File: src/rtl/batch_signal_store_table_macros.svh
// Assertion helpers shared by the block's RTL
`ifndef BATCH_SIGNAL_STORE_TABLE_MACROS_SVH
`define BATCH_SIGNAL_STORE_TABLE_MACROS_SVH

// Check a condition at every clock edge outside reset
`define BSST_ASSERT_ALWAYS(lbl, clk, rst_n, expr) \
    lbl: assert property (@(posedge clk) disable iff (!(rst_n)) (expr)) \
        else $error("bsst check failed");

// Check that a trigger is followed by a condition in the next cycle
`define BSST_ASSERT_NEXT(lbl, clk, rst_n, trig, expr) \
    lbl: assert property (@(posedge clk) disable iff (!(rst_n)) (trig) |=> (expr)) \
        else $error("bsst sequence check failed");

`endif

File: src/rtl/bsst_pkg.sv
package bsst_pkg;

    localparam int TABLE_DEPTH_DEF = 32;
    localparam int BATCH_MAX_DEF   = 16;
    localparam int CODE_BITS       = 16;

    // request codes
    localparam logic [1:0] REQ_CLEAR  = 2'd0;
    localparam logic [1:0] REQ_BATCH  = 2'd1;
    localparam logic [1:0] REQ_LOOKUP = 2'd2;

    // status codes
    localparam logic [1:0] ST_OK       = 2'd0;
    localparam logic [1:0] ST_FULL     = 2'd1;
    localparam logic [1:0] ST_NOTFOUND = 2'd2;
    localparam logic [1:0] ST_TOOLONG  = 2'd3;

    typedef struct packed {
        logic [CODE_BITS-1:0] code;
        logic [31:0]          word;
        logic [63:0]          time_ms;
        logic [31:0]          session;
        logic [31:0]          sequence_no;
    } t_entry;

    typedef struct packed {
        logic [CODE_BITS-1:0] code;
        logic [31:0]          word;
    } t_pend;

    typedef struct packed {
        logic [1:0]  status;
        logic [31:0] word;
        logic [63:0] time_ms;
        logic [31:0] session;
        logic [31:0] sequence_no;
        logic [5:0]  count;
        logic [4:0]  stored;
    } t_result;

endpackage

File: src/rtl/bsst_pend_mem.sv
module bsst_pend_mem #(
    parameter int DEPTH = bsst_pkg::BATCH_MAX_DEF,
    parameter int AW    = (DEPTH > 1) ? $clog2(DEPTH) : 1
) (
    input  logic              i_clk,
    input  logic              i_we,
    input  logic [AW-1:0]     i_waddr,
    input  bsst_pkg::t_pend   i_wdata,
    input  logic [AW-1:0]     i_raddr,
    output bsst_pkg::t_pend   o_rdata
);

    bsst_pkg::t_pend r_mem [DEPTH];
    bsst_pkg::t_pend r_rdata;

    // buffer batch signals, read back one per cycle
    always_ff @(posedge i_clk) begin
        if (i_we) begin
            r_mem[i_waddr] <= i_wdata;
        end
        r_rdata <= r_mem[i_raddr];
    end

    assign o_rdata = r_rdata;

endmodule

File: config.mk
export PLATFORM = sky130hd
export DESIGN_NAME = bsst_pend_mem
export DESIGN_NICKNAME = d
export VERILOG_FILES = /design/src/rtl/batch_signal_store_table_macros.svh /design/src/rtl/bsst_pkg.sv /design/src/rtl/bsst_pend_mem.sv
export SDC_FILE = /design/constraint.sdc
export NUM_CORES = 1
export LEC_CHECK = 0
export ABC_AREA = 0
export BUFFER_PORTS_ARGS = -buffer_cell sky130_fd_sc_hd__buf_2
export CORE_ASPECT_RATIO = 0.8
export CORE_MARGIN = 2
export CORE_UTILIZATION = 35
export DETAILED_ROUTE_END_ITERATION = 7
export HOLD_SLACK_MARGIN = 0.03
export PLACE_DENSITY = 0.61
export SLEW_MARGIN = 20
export SYNTH_ARGS = -nofsm -noshare
export SYNTH_HDL_FRONTEND = slang
export SYNTH_SLANG_ARGS = --single-unit
File: constraint.sdc
create_clock -name i_clk -period 9.45 [get_ports i_clk]
set_clock_uncertainty 0.05 [all_clocks]
set_input_delay 1.89 -clock i_clk [delete_from_list [all_inputs] [get_ports i_clk]]
set_output_delay 1.89 -clock i_clk [all_outputs]
set_load 0.05 [all_outputs]
==> results by stage, run 1 <==
Floorplanning:
- The I/O pin total is 106.
- After floorplanning, the core was divided into 95 placement rows.
- The core region is 84040 µm².
- The die covers 87200 µm².
- The die is 329.7 µm wide.
- The initial core utilization is 35.34%.
- The die is 264.5 µm tall.

Layout:
- The share of cells above drive strength 1 is 31.81%.
- Leaving out fill and tap cells, the most frequent cell in the layout is sky130_fd_sc_hd__edfxtp_1.
- For this run, the post-layout net count is 1445.
- In the layout the commonest cells are sky130_fd_sc_hd__edfxtp_1, sky130_fd_sc_hd__mux4_2, sky130_fd_sc_hd__buf_2.
- The post-synthesis to final-layout area growth is 14.89%.
- 0 antenna diodes ended up in the layout.

Synth:
- The synthesized netlist occupies a cell area of 29690 µm².
- After synthesis, the mean cell area works out to 23.91 µm².
- Summed over all instances, the cell type with the most area after synthesis is sky130_fd_sc_hd__edfxtp_1.
- Ranked by total cell area, the synthesized netlist is headed by sky130_fd_sc_hd__edfxtp_1, sky130_fd_sc_hd__mux4_2, sky130_fd_sc_hd__dfxtp_1.
- The number of distinct standard cells referenced by the synthesized netlist is 17.
- The share of Yosys cell area claimed by the top area cell type is 77.66%.
- The count of state elements after synthesis is 816.
- For this run, the number of Yosys warnings is 0.
- Summing the sequential cell areas from Yosys gives 80.90% of the chip area.
- The synthesized netlist net count is 1300.
- The instance count of the mapped netlist is 1242.

Critical path:
- The type of the worst setup path is in -> reg.
- The data arrival time of the critical path is 4.07 ns.
- The critical path's slowest cell is sky130_fd_sc_hd__nor2_4.
- At the worst endpoint, the required time is 9.66 ns.
- In this run the worst path has a maximum fanout of 25.
- The worst stage delay on the critical path is 0.82 ns.
- Walking the worst path, the cells encountered are buf_2, or3b_2, nor2_4, buf_4.
- The worst setup path is launched from a primary input.
- STA classifies the critical path endpoint as a register.

Route:
- The DRC violation count after routing is 0.
- The post-detailed-routing wire length is 65.30 mm.
- The number of vias per cell after detailed routing is 5.244.
- The count of antenna-violating nets left after detailed routing is 0.
- For this block, the via count after detailed routing is 13.43k.
- The number of detailed-route iterations in the first pass is 5.
- The average wire per cell in the routed design is 25.50 µm.
- The first routing iteration left 1381 violations.

Run:
- Across the run, the number of max-cap violations was 0.

Clock network:
- The tree built by TritonCTS fans out to 816 sinks.
- The master cell of the clock root buffer is sky130_fd_sc_hd__clkbuf_16.
- The clock latency on the worst-skew pair is 0.63 ns.
- The H-tree generated during clock tree synthesis spans 3 levels.
- After clock tree synthesis, the clock-pin slew on the worst setup and hold paths is 0.06 ns.
- The hold buffer count at CTS is 0.
- The maximum buffer depth of the clock tree is 3.
- Buffers added to address setup during post-CTS repair amount to 0.
- Clock tree synthesis inserted a total of 75 buffers.
- The number of instances resized during post-cts repair is 0.
- TritonCTS built the clock tree.

GRT:
- The overall fraction of global-route tracks in use is 14.95%.
- The maximum number of pins on one net before global-route repair is 110.
- The via count of the first global-routing pass is 13.91k.
- The overall overflow remaining after global route is 0.
- The first-pass GRT wire length is 94.68 mm.
- The initial antenna violation count is 7.

Timing:
- Setup violations remaining at the end of the flow were counted as 0.
- The maximum achievable frequency is 259.2 MHz.
- The tightest hold path in the finished design has a slack of 0.6109 ns.
- The final critical path takes up 40.83% of the cycle.
- At the pin with the least slew margin, the transition time is 1.075 ns.
- Setup repair after global routing left no endpoint under its margin.
- The count of endpoints failing hold in the final timing report is 0.
- The number of slew-limit violations in the final report came to 0.
- The final critical path time including I/O delays and setup is 3.858 ns.
- The max-slew headroom at the worst pin is 28.14%.
- The setup total negative slack is 0 ns.

Pwr:
- IR analysis of the VDD net gives a maximum drop of 110.5 µV.
- The areal power density over the cells is 220.0 nW/µm².
- The post-route total power is 7506 µW.
- The leakage power of the design is 0.01079 µW.

Placement:
- The congestion estimate from routability-driven global placement came to 0.6936.
- The estimated wirelength of the detail-placed design is 31.37 mm.
- Buffers placed on the I/O ports in this run total 105.

Run status:
- The run finished with clean final reports.

Hold path:
- The path category of the worst min-delay check is reg -> reg.
-- final timing paths --
path | end | slack (ns) | depth (start not counted) | start
worst max-delay path | r_mem[1][35] | 5.59 | 4 | i_waddr[2]
worst min-delay path | o_rdata[39] | 0.61 | 3 | r_mem[14][39]
worst max register to register | o_rdata[36] | 8.02 | 3 | r_mem[10][36]
worst min register to register | o_rdata[39] | 0.61 | 3 | r_mem[14][39]
-- report_power, final --
part	internal (µW)	leakage, µW	switching (µW)
Combinational	140	0.00225	282
Clock	1710	0.00120	1300
Sequential	4050	0.00734	31.9
-- cell type report --
| cell class | instances | area [µm²] |
|---|---|---|
| Tap cell | 1115 | 1395 |
| Clock buffer | 102 | 2101 |
| Clock inverter | 34 | 334.1 |
| Fill cell | 7276 | 49920 |
| Multi-Input combinational cell | 363 | 5493 |
| Timing Repair Buffer | 131 | 772.0 |
| Sequential cell | 816 | 24020 |
-- flip-flops by register name, summed over array words and instances (netlist names) --
register and flops:
r_mem 768, o_rdata 48
-- per-stage QoR --
| stage | std cells | utilization (%) | setup WS (ns) | instance area [µm²] |
|---|---|---|---|---|
| 6_report | 2561 | 40.60 | 5.592 | 34120 |
| 5_1_grt | 2561 | 40.60 | 5.503 | 34120 |
| 3_5_place_dp | 2425 | 37.70 | 4.928 | 31680 |
| 2_1_floorplan | 1242 | - | 3.206 | 29690 |
| 3_3_place_gp | 2424 | 37.67 | 4.962 | 31660 |
| 4_1_cts | 2561 | 40.60 | 5.590 | 34120 |
-- synthesized netlist by cell type (all sizes together) --
master and instances:
nand3b 2, buf 35, a22oi 96, nand2 49
and2 1, dfxtp 48, edfxtp 768, clkbuf 28
nand3 1, nor2b 2, nor3 4, mux4 192
or3b 1, nor2 13, nand2b 2
-- metal layers --
| layer | global-route usage (%) | up-vias | wire length, µm |
|---|---|---|---|
| met5 | 0 | - | 44 |
| met4 | 3.464 | 6 | 934 |
| met3 | 3.555 | 89 | 4553 |
| met2 | 22.01 | 458 | 29220 |
| met1 | 22.50 | 7295 | 30550 |
| li1 | - | 5582 | - |
-- worst max-delay path, delay by kind of cell --
kind                   cells  cell delay [ns]
buffers and inverters      2             0.72
AND/OR/NAND/NOR            2             1.41
-- logic make-up after synthesis --
| family | after synthesis | share of synthesized area [%] |
|---|---|---|
| simple gates | 75 | 1.053 |
| mux | 192 | 14.56 |
| buf+inv | 63 | 1.058 |
| compound gates | 96 | 2.427 |
| flops | 816 | 80.90 |
Note: power is estimated with default switching activity, not from simulation.
==> run 2: changes to the inputs <==
--- a/config.mk
+++ b/config.mk
@@ -5,7 +5,7 @@
 export SDC_FILE = /design/constraint.sdc
 export NUM_CORES = 1
 export LEC_CHECK = 0
-export ABC_AREA = 0
+export ABC_AREA = 1
 export BUFFER_PORTS_ARGS = -buffer_cell sky130_fd_sc_hd__buf_2
 export CORE_ASPECT_RATIO = 0.8
 export CORE_MARGIN = 2
==> constraint.sdc (replaced) <==
create_clock -name i_clk -period 3.6 [get_ports i_clk]
set_clock_uncertainty 0.05 [all_clocks]
set_input_delay 0.72 -clock i_clk [delete_from_list [all_inputs] [get_ports i_clk]]
set_output_delay 0.72 -clock i_clk [all_outputs]
set_load 0.05 [all_outputs]
==> run 2 against run 1 <==
Combinational power grew to 3.4 times the previous value. First-iteration DRC count is 59% higher. Hold slack worse by 0.18 ns. Worst setup slack worse by 4.1 ns. Highest routed layer unchanged.
==> results by stage, run 2 <==
Floorplanning:
- The overall die width is 352.4 µm.
- For this configuration, the core starts out at a cell density of 35.23%.
- The floorplan step defined a core boundary enclosing 96480 µm².
- The I/O pin total is 106.
- The die footprint is 99640 µm².
- The die is 282.7 µm tall.
- The number of cell rows is 102.

Critical path:
- The data arrival time of the critical path is 1.37 ns.
- The critical register-to-register path startpoint is r_mem[7][3].
- In this run the worst path has a maximum fanout of 1.
- The number of buffers and inverters on the critical path is 1.
- Broken down by cell family, the worst path's largest delay share belongs to flip-flops.
- The startpoint of the worst setup timing path is o_rdata[10].
- The worst path required time is 2.83 ns.
- The critical path goes through buf_2.
- The critical path capture point type is an output port.
- Among all stages on the critical path, the largest delay is contributed by sky130_fd_sc_hd__dfxtp_1.
- The type of the worst setup path is reg -> out.
- In this design, the stage delay of the slowest critical-path cell is 0.43 ns.
- STA classifies the critical path startpoint as a register.

Synth:
- The most repeated cell in the gate-level netlist after synthesis is sky130_fd_sc_hd__nand2_1.
- The number of distinct standard cells referenced by the synthesized netlist is 15.
- The mapped netlist covers 33990 µm².
- The instance count of the mapped netlist is 3165.
- In the synthesized netlist, the cells that appear most often are sky130_fd_sc_hd__nand2_1, sky130_fd_sc_hd__edfxtp_1, sky130_fd_sc_hd__inv_1.
- Of all flip-flops after synthesis, the portion carrying an async set or reset was 0%.
- The dominant synthesized flop cell is sky130_fd_sc_hd__edfxtp_1.
- The share of Yosys cell area claimed by the top area cell type is 67.85%.
- Sequential elements use 70.68% of the synthesized area.
- The synthesized area per cell is 10.74 µm².
- Counting flops and latches in the post-synthesis netlist gives 816.
- The number of synthesis warnings is 0.
- The synthesized netlist net count is 3223.
- Summed over all instances, the cell type with the most area after synthesis is sky130_fd_sc_hd__edfxtp_1.
- Counting flops with a built-in enable in the synthesized netlist gives 768.
- Sorting the synthesized cells by area gives the leading types as sky130_fd_sc_hd__edfxtp_1, sky130_fd_sc_hd__nand2_1, sky130_fd_sc_hd__nand3_1.

Layout:
- The post-route netlist has 8.989% of its cells at a drive strength greater than 1.
- The final layout net count is 3310.
- The commonest non-fill, non-tap cell in the layout is sky130_fd_sc_hd__nand2_1.
- The register bank with the most flops is r_mem.
- In the layout the commonest cells are sky130_fd_sc_hd__nand2_1, sky130_fd_sc_hd__edfxtp_1, sky130_fd_sc_hd__inv_1.
- Fill cells in the final layout number 9223.
- From synthesis to final layout, the design area changed by 13.00%.
- Once layout is done, the placed cells without fillers occupy 38410 µm².
- The register with the most flip-flops in the layout has 768 of them.

Run:
- Max-cap violations in this run came to 0.

Timing:
- The count of endpoints failing hold in the final timing report is 0.
- The number of slew-limit violations in the final report is 0.
- The final worst-path cycle share is 59.46%.
- Setup repair after global routing left no endpoint under its margin.
- The worst path in the final design needs a cycle of 2.140 ns, including I/O delays and setup.
- Setup violations remaining at the end of the flow were counted as 0.
- For the final routed database, the setup TNS stands at 0 ns.
- The actual slew at the worst max-slew pin is 0.9321 ns.
- The maximum achievable frequency is 467.2 MHz.
- The max-slew headroom at the worst pin is 37.86%.
- The worst setup slack after layout is 1.460 ns.

Route:
- The violation count after the first detailed-route iteration is 2195.
- The number of detailed-route iterations in the first pass is 5.
- After detailed routing, the number of vias per cell comes to 4.670.
- The DRC violation count after routing is 0.
- The average wire per cell in the routed design is 18.10 µm.
- The count of nets left with antenna violations once routing finished came out at 0.
- Summed over all layers, the routed wires come to 83.59 mm.
- The via total after detailed routing is 21.56k.

Placement:
- The weighted congestion reported at the end of routability-driven placement is 0.7745.
- The count of buffers inserted at the top-level ports is 105.
- Summing all placed instances gives a cell area of 35930 µm².
- The worst-case setup slack after placement is 1.103 ns.
- After legalization and detailed placement, the total HPWL measured 46.94 mm.

Clock network:
- The clock passes through at most 3 buffers.
- The setup fix buffers added after clock tree synthesis is 0.
- Clock tree synthesis found a total of 816 sinks.
- The number of instances resized during post-cts repair is 0.
- The depth of the CTS H-tree is 3.
- TritonCTS created 78 clock buffers.
- The clock tree from TritonCTS is done.
- In this run, post-CTS hold repair placed 0 buffers.
- For the worst-skew pair, the clock arrives at the later sink with an insertion delay of 0.64 ns.
- Clock-pin slew was measured on the worst setup and hold paths at 0.07 ns.
- CTS placed an instance of sky130_fd_sc_hd__clkbuf_16 at the clock tree root.

Hold path:
- The startpoint identified for the worst hold timing path is i_wdata[41].
- The path category of the worst min-delay check is in -> reg.

Pwr:
- The leakage power of the design is 0.01617 µW.
- VDD sags by at most 287.4 µV.
- Dividing total power by cell area gives a power density of 525.1 nW/µm².

GRT:
- The via count of the first global-routing pass is 20.64k.
- The first-pass GRT wire length is 128.2 mm.
- The initial antenna violation count is 5.
- The overall fraction of global-route tracks in use is 16.78%.
- Entering global routing, the biggest net connects 146 pins.
- The total overflow left after global routing is 0.

Run status:
- The run finished with clean final reports.
run 2: cells by family after synthesis:
kind of cell | count (synthesis) | synth area share, %
and+or+nand+nor | 1609 | 19.92
DFF | 816 | 70.68
buffers and inverters | 740 | 9.405
run 2: stage by stage:
stage | power, µW | utilization, % | std cells | hold slack [ns]
floorplan | 11810 | - | 3165 | 0.5574
global placement | 12340 | 37.24 | 4472 | 0.5711
detailed placement | 12360 | 37.24 | 4472 | 0.5856
CTS | 20340 | 39.80 | 4615 | 0.4001
global route | 20840 | 39.80 | 4615 | 0.4218
finish | 20170 | 39.81 | 4618 | 0.4271
run 2: layout make-up:
class	instances	area, µm²	share of cell area [%]
antenna	3	7.507	0.01955
clock inverter	37	270.3	0.7037
sequential	816	24020	62.55
inverter	582	2206	5.743
clock buffer	106	2200	5.727
multi-input combinational	1609	6889	17.94
timing repair buffer	165	1185	3.085
tap	1300	1627	4.235
run 2: power breakdown:
part	internal [µW]	leakage (µW)	switching, µW	total, µW
clock	4510	0.00122	3530	8030
sequential	10600	0.00734	82.8	10700
combinational	346	0.00761	1090	1430
total	15500	0.0162	4700	20200
run 2: per-layer routing:
| layer | up-vias | global-route usage, % | routed length (µm) |
|---|---|---|---|
| li1 | 10400 | - | - |
| met1 | 10370 | 24.51 | 38650 |
| met2 | 686 | 25.89 | 37290 |
| met3 | 108 | 2.977 | 5982 |
| met4 | 4 | 4.263 | 1647 |
| met5 | - | 0 | 23 |
run 2: path summary, 6_finish.rpt:
kind	depth (start not counted)	endpoint	slack, ns
worst min register to register	6	o_rdata[0]	0.60
worst max register to register	6	o_rdata[3]	2.43
worst max-delay path	1	o_rdata[10]	1.46
worst min-delay path	1	r_mem[2][41]	0.43
==> run 3: changes to the inputs <==
--- a/config.mk
+++ b/config.mk
@@ -12,7 +12,7 @@
 export CORE_UTILIZATION = 35
 export DETAILED_ROUTE_END_ITERATION = 7
 export HOLD_SLACK_MARGIN = 0.03
-export PLACE_DENSITY = 0.61
+export PLACE_DENSITY = 0.63
 export SLEW_MARGIN = 20
 export SYNTH_ARGS = -nofsm -noshare
 export SYNTH_HDL_FRONTEND = slang
==> constraint.sdc (replaced) <==
create_clock -name i_clk -period 1.9 [get_ports i_clk]
set_clock_uncertainty 0.05 [all_clocks]
set_input_delay 0.38 -clock i_clk [delete_from_list [all_inputs] [get_ports i_clk]]
set_output_delay 0.38 -clock i_clk [all_outputs]
set_load 0.05 [all_outputs]
==> run 3 against run 2 <==
Sequential power up 90%. Power rose by 94%. Combinational power increased by 100%. Critical path type unchanged. Largest cell class unchanged. Highest routed layer unchanged.
==> results by stage, run 3 (same netlist as run 2, synthesis figures left out) <==
Critical path:
- The number of buffers and inverters on the critical path is 1.
- In this run the worst setup path begins at o_rdata[24].
- The register-to-register setup slack is 0.74 ns.
- The worst path required time is 1.47 ns.
- The data arrival time of the critical path is 1.42 ns.
- STA classifies the critical path startpoint as a register.
- The critical path's slowest cell is sky130_fd_sc_hd__dfxtp_1.
- The worst register-to-register path begins at r_mem[1][45].
- The largest single stage delay on the critical path is 0.46 ns.
- Traced cell by cell, the critical path runs through buf_2.
- The worst setup path is captured at an output port.
- The type of the worst setup path is reg -> out.
- Among cell families on the critical path, the largest total delay comes from flip-flops.
- Along the worst path, the maximum fanout reaches 1.

Timing:
- The number of slew-limit violations in the final report came to 0.
- The worst setup slack after layout is 0.04525 ns.
- The actual slew at the worst max-slew pin is 0.5463 ns.
- The worst pin sits at a relative slew slack of 63.58%.
- The final worst-path cycle share is 97.62%.
- The number of failing setup endpoints in the final timing report is 0.
- Setup repair after global routing left no endpoint under its margin.
- The final critical path time including I/O delays and setup is 1.855 ns.
- For this run, the top clock speed supported by timing is 539.2 MHz.
- The count of endpoints failing hold in the final timing report was 0.

GRT:
- The overall fraction of global-route tracks in use is 16.69%.
- The initial antenna violation count is 11.
- The maximum number of pins on one net before global-route repair is 75.
- The overall overflow remaining after global route is 0.
- The via count of the first global-routing pass is 20.45k.
- The first-pass GRT wire length is 127.2 mm.

Layout:
- The library cell used most frequently in the layout, excluding fill and tap cells, is sky130_fd_sc_hd__nand2_1.
- The post-synthesis to final-layout area growth is 16.68%.
- The share of cells above drive strength 1 is 10.55%.
- The register with the most flip-flops in the layout has 768 of them.
- Once layout is complete, the cells apart from fillers number 4689.
- The number of fillers in the final layout is 9053.
- More flip-flops sit in one register than any other, and that register is r_mem.
- In the layout the commonest cells are sky130_fd_sc_hd__nand2_1, sky130_fd_sc_hd__edfxtp_1, sky130_fd_sc_hd__inv_1.
- The final standard cell area without fillers is 39660 µm².
- At the end of the flow, the number of nets in the layout was 3372.

Placement:
- After detailed placement, the design holds a cell count of 4526.
- Once detailed placement completed, the half-perimeter wirelength came to 48.41 mm.
- The total cell area at the placement stage is 36970 µm².
- The count of buffers inserted at the top-level ports is 105.
- The worst-case setup slack after placement is 0.1048 ns.
- The weighted congestion reported at the end of routability-driven placement is 0.7831.

Run status:
- The flow ran to the end, and the final reports show no timing, DRC or antenna violations.

Clock network:
- The depth of the CTS H-tree is 3.
- The hold buffer count at CTS is 3.
- TritonCTS built the clock tree.
- The setup fix buffers added after clock tree synthesis is 0.
- The clock transition at the register clock pins on the worst setup and hold paths after CTS is 0.06 ns.
- The clock sink total is 816.
- In this run, CTS created clock tree buffers numbering 83.
- Counting along the longest clock path gives a buffer depth of 3.
- The number of instances resized during post-cts repair is 0.
- Clock latency on the worst-skew pair, taken at its later pin, is 0.65 ns.
- The master cell of the clock root buffer is sky130_fd_sc_hd__clkbuf_16.

Run:
- Max-cap violations in this run came to 0.

Route:
- The detail route stage leaves a number of antenna-violating nets equal to 0.
- After detailed routing, the average wire length per cell comes to 17.89 µm.
- The detailed router finished its first iteration with 2056 violations.
- The via total after detailed routing is 21.84k.
- For this block, the routed nets add up to 83.90 mm of wire.
- The DRC violation count after routing is 0.
- Using the TritonRoute via totals, the vias-per-cell ratio works out to 4.657.
- The number of detailed-route iterations in the first pass is 5.

Hold path:
- The path category of the worst min-delay check is in -> reg.
- The startpoint identified for the worst hold timing path is i_wdata[10].

Pwr:
- The analysis attributes to cell leakage a power of 0.01670 µW.
- The worst voltage drop across the vdd grid is 686.2 µV.
- For this design the ratio of total power to cell area is 985.1 nW/µm².

Floorplanning:
- The I/O pin total is 106.
- For this configuration, the core starts out at a cell density of 35.23%.
- In this run the standard cell core region covers 96480 µm².
- The die height is 282.7 µm.
- Row generation in the floorplan step produced 102 rows.
- The die footprint is 99640 µm².
- The overall die width is 352.4 µm.
-- run 3: cell count changes in the layout (fill, tap and decap cells not counted), moves of 2 or more --
cell	change
sky130_fd_sc_hd__clkbuf_16	+4
sky130_fd_sc_hd__clkbuf_1	+5
sky130_fd_sc_hd__diode_2	+2
sky130_fd_sc_hd__dlygate4sd3_1	+3
sky130_fd_sc_hd__clkinv_8	+2
sky130_fd_sc_hd__buf_12	+51
sky130_fd_sc_hd__buf_4	+3
sky130_fd_sc_hd__clkbuf_8	-5
sky130_fd_sc_hd__clkinv_1	+2
-- run 3: layer usage --
layer	wire [µm]	GRT usage, %	vias to the layer above
met5	46	0	-
li1	-	-	10530
met2	37500	25.82	678
met1	39230	24.65	10500
met3	5594	2.669	121
met4	1523	3.846	8
-- run 3: path summary, 6_finish.rpt --
check,endpoint,cells after the start
setup / recovery,o_rdata[24],1
hold / removal,r_mem[7][10],1
setup reg to reg,o_rdata[45],6
hold reg to reg,o_rdata[3],6
-- run 3: cell type report --
cell class | instances | area [µm²] | share of cell area [%]
flip-flops and latches | 816 | 24020 | 60.58
multi-input cells | 1609 | 6889 | 17.37
repair buffers | 222 | 2258 | 5.695
clock buffers | 110 | 2250 | 5.673
inverters | 582 | 2205 | 5.559
well taps | 1300 | 1627 | 4.101
clock inverters | 45 | 394.1 | 0.9938
diodes | 5 | 12.51 | 0.03155
-- run 3: per-stage QoR --
step,util (%),total power (µW),hold slack [ns],setup TNS [ns]
final,41.10,39070,0.06342,0
after global placement,38.32,23550,0.5877,0
after CTS,41.09,39390,0.03043,0
after floorplan,-,22380,0.4289,-347.56
after detailed placement,38.32,23570,0.5895,0
after global routing,41.10,40340,0.05563,0
-- run 3: power by group --
group	total (µW)	internal (µW)	leakage, µW	switching [µW]
Clock	15900	8950	0.00129	6930
Combinational	2910	810	0.00807	2100
Sequential	20300	20100	0.00734	150
Total	39100	29900	0.0167	9190
